## src/rtl/core/mowf_pkg.sv

```systemverilog
// ----------------------------------------------------------------------------
// mowf_pkg
// shared types and constants for the median / weighted window filter
// ----------------------------------------------------------------------------
package mowf_pkg;

  localparam int unsigned SAMPLE_W    = 10;
  localparam int unsigned WINDOW_TAPS = 3;
  localparam int unsigned WSUM_W      = 13;
  localparam int unsigned QUART_W     = WSUM_W - 2;
  localparam int unsigned DIV3_SHIFT  = 11;
  localparam int unsigned DIV3_RECIP  = 683;
  localparam int unsigned DIV3_PROD_W = QUART_W + 10;

  localparam logic MODE_MEDIAN   = 1'b0;
  localparam logic MODE_WEIGHTED = 1'b1;

  typedef logic [SAMPLE_W-1:0] sample_t;

  typedef struct packed {
    sample_t newest;
    sample_t middle;
    sample_t oldest;
  } window_t;

endpackage

```

## src/rtl/core/median_or_weighted_window_filter_unit.sv

```systemverilog
// ----------------------------------------------------------------------------
// median_or_weighted_window_filter_unit
// three-tap window filter for 10-bit adc codes, median or weighted mode
// ----------------------------------------------------------------------------
// Usage:
//   in_valid/in_ready carry one sample request; each accepted sample is
//   pushed into the window (newest first) and gives exactly one
//   out_filtered result on out_valid/out_ready.
//   cfg_wr_en writes cfg_wr_data into the mode register (0 median,
//   1 weighted); write it only while no request is in flight.
//   An accepted sample passes through the window register and then the
//   result register before it shows on out_valid.
//   Throughput: one sample per cycle unless the receiver stalls; the
//   compare network and the constant divide sit between these registers.
//   When the receiver stalls, the result register holds and the window
//   register takes one more sample; in_ready drops only when both are full.
//   Reset clears the window taps to zero, the mode to median and both
//   valid flags; the zero taps take part as ordinary samples.
// ----------------------------------------------------------------------------
module median_or_weighted_window_filter_unit (
  input  logic                clk,
  input  logic                rst_n,
  input  logic                in_valid,
  output logic                in_ready,
  input  mowf_pkg::sample_t   in_sample,
  output logic                out_valid,
  input  logic                out_ready,
  output mowf_pkg::sample_t   out_filtered,
  input  logic                cfg_wr_en,
  input  logic                cfg_wr_data
);

  mowf_pkg::window_t win_r;
  mowf_pkg::window_t win_nxt;
  logic              win_valid_r;
  logic              win_valid_nxt;
  logic              mode_r;
  logic              mode_nxt;
  mowf_pkg::sample_t out_filtered_r;
  mowf_pkg::sample_t out_filtered_nxt;
  logic              out_valid_r;
  logic              out_valid_nxt;

  mowf_pkg::sample_t median;
  mowf_pkg::sample_t wavg;
  logic              in_acc;
  logic              out_load;

  mowf_median u_median (
    .win    (win_r),
    .median (median)
  );

  mowf_wavg u_wavg (
    .win  (win_r),
    .wavg (wavg)
  );

  assign out_load = win_valid_r && (!out_valid_r || out_ready);
  assign in_ready = !win_valid_r || out_load;
  assign in_acc   = in_valid && in_ready;

  always_comb begin
    win_nxt          = win_r;
    win_valid_nxt    = win_valid_r;
    mode_nxt         = mode_r;
    out_filtered_nxt = out_filtered_r;
    out_valid_nxt    = out_valid_r;
    if (cfg_wr_en) begin
      mode_nxt = cfg_wr_data;
    end
    if (out_valid_r && out_ready) begin
      out_valid_nxt = 1'b0;
    end
    if (out_load) begin
      out_filtered_nxt = (mode_r == mowf_pkg::MODE_WEIGHTED) ? wavg : median;
      out_valid_nxt    = 1'b1;
      win_valid_nxt    = 1'b0;
    end
    if (in_acc) begin
      win_nxt.newest = in_sample;
      win_nxt.middle = win_r.newest;
      win_nxt.oldest = win_r.middle;
      win_valid_nxt  = 1'b1;
    end
  end

  always_ff @(posedge clk) begin
    if (!rst_n) begin
      win_r       <= '0;
      win_valid_r <= 1'b0;
      mode_r      <= mowf_pkg::MODE_MEDIAN;
      out_valid_r <= 1'b0;
    end else begin
      win_r       <= win_nxt;
      win_valid_r <= win_valid_nxt;
      mode_r      <= mode_nxt;
      out_valid_r <= out_valid_nxt;
    end
  end

  always_ff @(posedge clk) begin
    out_filtered_r <= out_filtered_nxt;
  end

  assign out_valid    = out_valid_r;
  assign out_filtered = out_filtered_r;

  a_empty_ready: assert property (@(posedge clk) disable iff (!rst_n)
    !win_valid_r |-> in_ready)
    else $error("in_ready low with empty window stage");

  a_acc_fills: assert property (@(posedge clk) disable iff (!rst_n)
    in_acc |=> win_valid_r)
    else $error("accepted sample not held in window stage");

  a_load_valid: assert property (@(posedge clk) disable iff (!rst_n)
    out_load |=> out_valid_r)
    else $error("result load lost");

  a_median_tap: assert property (@(posedge clk) disable iff (!rst_n)
    (out_load && (mode_r == mowf_pkg::MODE_MEDIAN)) |=>
      ((out_filtered_r == $past(win_r.newest)) ||
       (out_filtered_r == $past(win_r.middle)) ||
       (out_filtered_r == $past(win_r.oldest))))
    else $error("median result is not a window tap");

  a_wavg_range: assert property (@(posedge clk) disable iff (!rst_n)
    (out_load && (mode_r == mowf_pkg::MODE_WEIGHTED)) |=>
      (out_filtered_r[mowf_pkg::SAMPLE_W-1] == 1'b0))
    else $error("weighted result out of range");

endmodule

```

## src/rtl/core/mowf_median.sv

```systemverilog
// ----------------------------------------------------------------------------
// mowf_median
// median of the three window taps by a compare network
// ----------------------------------------------------------------------------
module mowf_median (
  input  mowf_pkg::window_t win,
  output mowf_pkg::sample_t median
);

  mowf_pkg::sample_t lo;
  mowf_pkg::sample_t hi;

  always_comb begin
    if (win.newest < win.middle) begin
      lo = win.newest;
      hi = win.middle;
    end else begin
      lo = win.middle;
      hi = win.newest;
    end
    if (win.oldest <= lo) begin
      median = lo;
    end else if (win.oldest >= hi) begin
      median = hi;
    end else begin
      median = win.oldest;
    end
  end

endmodule

```

## src/rtl/core/mowf_wavg.sv

```systemverilog
// ----------------------------------------------------------------------------
// mowf_wavg
// weighted window average, floor((n + 2m + 3o) / 12)
// ----------------------------------------------------------------------------
module mowf_wavg (
  input  mowf_pkg::window_t win,
  output mowf_pkg::sample_t wavg
);

  logic [mowf_pkg::WSUM_W-1:0]      wsum;
  logic [mowf_pkg::QUART_W-1:0]     quart;
  logic [mowf_pkg::DIV3_PROD_W-1:0] prod;

  always_comb begin
    wsum = {3'b000, win.newest}
         + {2'b00, win.middle, 1'b0}
         + {2'b00, win.oldest, 1'b0}
         + {3'b000, win.oldest};
    // divide by 4 then by 3 through the reciprocal, exact below 2048
    quart = wsum[mowf_pkg::WSUM_W-1:2];
    prod  = {{(mowf_pkg::DIV3_PROD_W-mowf_pkg::QUART_W){1'b0}}, quart}
          * mowf_pkg::DIV3_PROD_W'(mowf_pkg::DIV3_RECIP);
    wavg  = prod[mowf_pkg::DIV3_SHIFT +: mowf_pkg::SAMPLE_W];
  end

endmodule
```

## config.mk

```make
export PLATFORM = sky130hd
export DESIGN_NAME = median_or_weighted_window_filter_unit
export DESIGN_NICKNAME = d
export VERILOG_FILES = /design/src/rtl/core/mowf_pkg.sv /design/src/rtl/core/median_or_weighted_window_filter_unit.sv /design/src/rtl/core/mowf_median.sv /design/src/rtl/core/mowf_wavg.sv
export SDC_FILE = /design/constraint.sdc
export NUM_CORES = 1
export LEC_CHECK = 0
export BUFFER_PORTS_ARGS = -buffer_cell sky130_fd_sc_hd__buf_2
export CAP_MARGIN = 20
export CORE_UTILIZATION = 49
export DETAILED_ROUTE_END_ITERATION = 6
export PLACE_DENSITY = 0.66
export SLEW_MARGIN = 20
export SYNTH_ARGS = -nofsm -noshare
export SYNTH_HDL_FRONTEND = slang
export SYNTH_SLANG_ARGS = --single-unit
```

## constraint.sdc

```tcl
create_clock -name clk -period 10.2 [get_ports clk]
set_input_delay 1.02 -clock clk [delete_from_list [all_inputs] [get_ports clk]]
set_output_delay 1.02 -clock clk [all_outputs]
set_load 0.02 [all_outputs]
```

==> results.yml <==
synthesis:
  synth_top_area_share: 0.245
  ys.flop_type: "dfxtp_1"
  synth_cell_types: 62
  synthesis.nets: 799
  synth-seq-cells: 43
  yosys-top-cells-count: "ha_1 (111), inv_1 (91), nand2_1 (79), fa_1 (36), dfxtp_1 (33)"
  seq_area_frac_synth: 0.169
  syn_area_per_cell_um2: 8.93
  syn_inst: 636
  syn_area_mm2: 0.00568
  synth_most_common_cell: "ha_1"
  synthArstFlopShare: 0
  synth_area_leaders: "ha_1 (24%), fa_1 (13%), dfxtp_1 (12%)"
  yosysWarningCount: 0
  synth_edf_count: 10
  synth_top_area_cell: "ha_1"
global_route:
  track_usage: 0.232
  grt_use_met2: 0.426
  grt_pass1_wl_um: 21300
  use_met1: 0.281
  grt_max_degree: 34
  grt_pass1_vias: 4491
  antenna_found_initial: 0
  overflow: 0
  use_met3: 0.0243
  top_usage_layer: "met2"
worst_setup_path:
  arrival_ns: 8.34
  crit_required_ns: 10.29
  criticalPathCategory: "register to register"
  slowest_stage: "fa_1"
  crit_fanout: 6
  cpMostUsedCell: "ha_1"
  critPathCaptureType: "register"
  crit_path_start_kind: "register"
  max_stage_delay_ns: 0.58
drt:
  post_drt_wl_per_cell_um: 15.9
  first_pass_iters: 4
  postRouteAntennaNets: 0
  viasPerCell: 5.48
  drc_errors: 0
  via_count: 4365
  drt_iter0_drc: 165
  totalWireLength_um: 12700
clocking:
  ctsHoldBuffers: 0
  cts_made_buffers: 5
  clock-sinks: 43
  path_clk_slew_ns: 0.06
  clkLatencyLatePin_ns: 0.29
  root_buffer: "clkbuf_16"
  post_cts_buffers: 0
  cts_tree: "yes"
  max-clock-path-buffers: 2
  cts.repair.resized: 0
  h-tree-depth: 2
floorplan:
  die_area_mm2: 0.0120
  die_w_um: 110
  num_rows: 38
  die_height_um: 110
  io_pins: 28
  start_util: 0.512
  core-area_mm2: 0.0111
sta:
  slew_violations: 0
  min_period_ns: 8.25
  maxClockFrequency_mhz: 121
  period_share: 0.808
  fin_tns_setup_ns: 0
  slew_headroom: 0.312
  finalHoldViolCount: 0
  tightest_slew_ns: 1.03
  rsz0062_at_grt: "no"
  finalSetupViolCount: 0
  clock-skew-final_ns: 0.00468
power_and_ir_drop:
  pwr-share-seq: 0.226
  vdd_drop_max_mv: 0.132
  switching_share: 0.422
  combPwrFrac: 0.566
  internal-power_mw: 0.505
  clkPwrFrac: 0.209
  power.total_mw: 0.874
  switchingPower_mw: 0.369
  p_leak_nw: 3.13
  power_density_mw_per_mm2: 143
run:
  cap_viol_max_count: 0
final_layout:
  antenna_cells: 0
  area_delta_synth_final_pct: 7.43
  fin_cells: 797
  fin_util: 0.550
  drive_gt1_frac: 0.0791
  nets: 819
place:
  dp_cells: 789
  hpwl_um: 10800
  port_buffers: 27
  place_congestion: 0.906
outcome:
  run_status: "completed"
min_path:
  hp-class: "register to register"
[path summary, 6_finish.rpt]
kind | cells after the start | start | slack, ns | end
setup / recovery | 29 | win_r[10] | 1.95 | out_filtered[7]
hold reg to reg | 2 | win_r[6] | 0.53 | win_r[6]
setup reg to reg | 29 | win_r[10] | 1.95 | out_filtered[7]
hold / removal | 2 | win_r[6] | 0.53 | win_r[6]
[per-stage QoR]
step / hold slack (ns) / worst slack (ns) / instance area (um^2)
2_1_floorplan: 0.477 / 2.55 / 5680
3_3_place_gp: 0.492 / 2.15 / 5930
3_5_place_dp: 0.514 / 1.94 / 5930
6_report: 0.528 / 1.95 / 6100
5_1_grt: 0.566 / 1.45 / 6100
4_1_cts: 0.530 / 1.93 / 6100
[cell usage in the layout, fill, tap and decap left out, drive strengths merged, types with 6 or more instances in the layout]
cell and instances:
ha 111, inv 91, nand2 80, fa 36, dfxtp 33, a21oi 33
a21boi 31, buf 28, mux2i 22, nor2 21, a21o 17, xnor2 14
xor2 11, edfxtp 10, o21ai 10, nor3 9, nor2b 7, o21bai 7
nand2b 6
[cell families after synthesis]
family | Yosys count | share of synthesized area
xor gates and xnor gates | 25 | 0.0386
AOI/OAI and AO/OA | 139 | 0.179
DFF | 43 | 0.169
buffers and inverters | 106 | 0.0716
muxes | 26 | 0.0474
and+or+nand+nor | 150 | 0.123
adders and majority gates | 147 | 0.372
[routing by layer]
layer	vias to the layer above	wire length, um	part of all wire
li1	2247	-	-
met1	2039	5830	0.46
met2	60	6220	0.49
met3	19	260	0.021
met4	0	346	0.027
met5	-	0	0
[state kept, by name, indices dropped and copies added (netlist names)]
name,flops
out_valid,1
out_filtered,10
win_valid_r,1
win_r,30
mode_r,1
[layout make-up]
| cell class | instances | area [um^2] |
|---|---|---|
| multi-input combinational | 487 | 4310 |
| inverter | 91 | 342 |
| clock inverter | 3 | 43.8 |
| tap | 140 | 175 |
| timing repair buffer | 28 | 143 |
| clock buffer | 5 | 125 |
| sequential | 43 | 961 |
| fill | 1084 | 4980 |
[worst max-delay path, delay by kind of cell (launching register included)]
family                   cells  cell delay [ns]
buffers and inverters        2             0.27
XOR/XNOR                     1             0.12
adder cells (fa/ha/maj)     10             3.75
AO/OA/AOI/OAI               12             2.70
AND/OR/NAND/NOR              3             0.49
multiplexers                 1             0.33
flip-flops                   1             0.35
[power groups by stage]
stage          Combinational [mW]  Sequential, mW  Clock [mW]
3_5_place_dp                0.492           0.201           0
3_3_place_gp                0.479           0.200           0
5_1_grt                     0.569           0.199       0.190
2_1_floorplan               0.380           0.202           0
4_1_cts                     0.498           0.197       0.186
6_report                    0.495           0.197       0.182
Power figures use the tool's default switching activity.
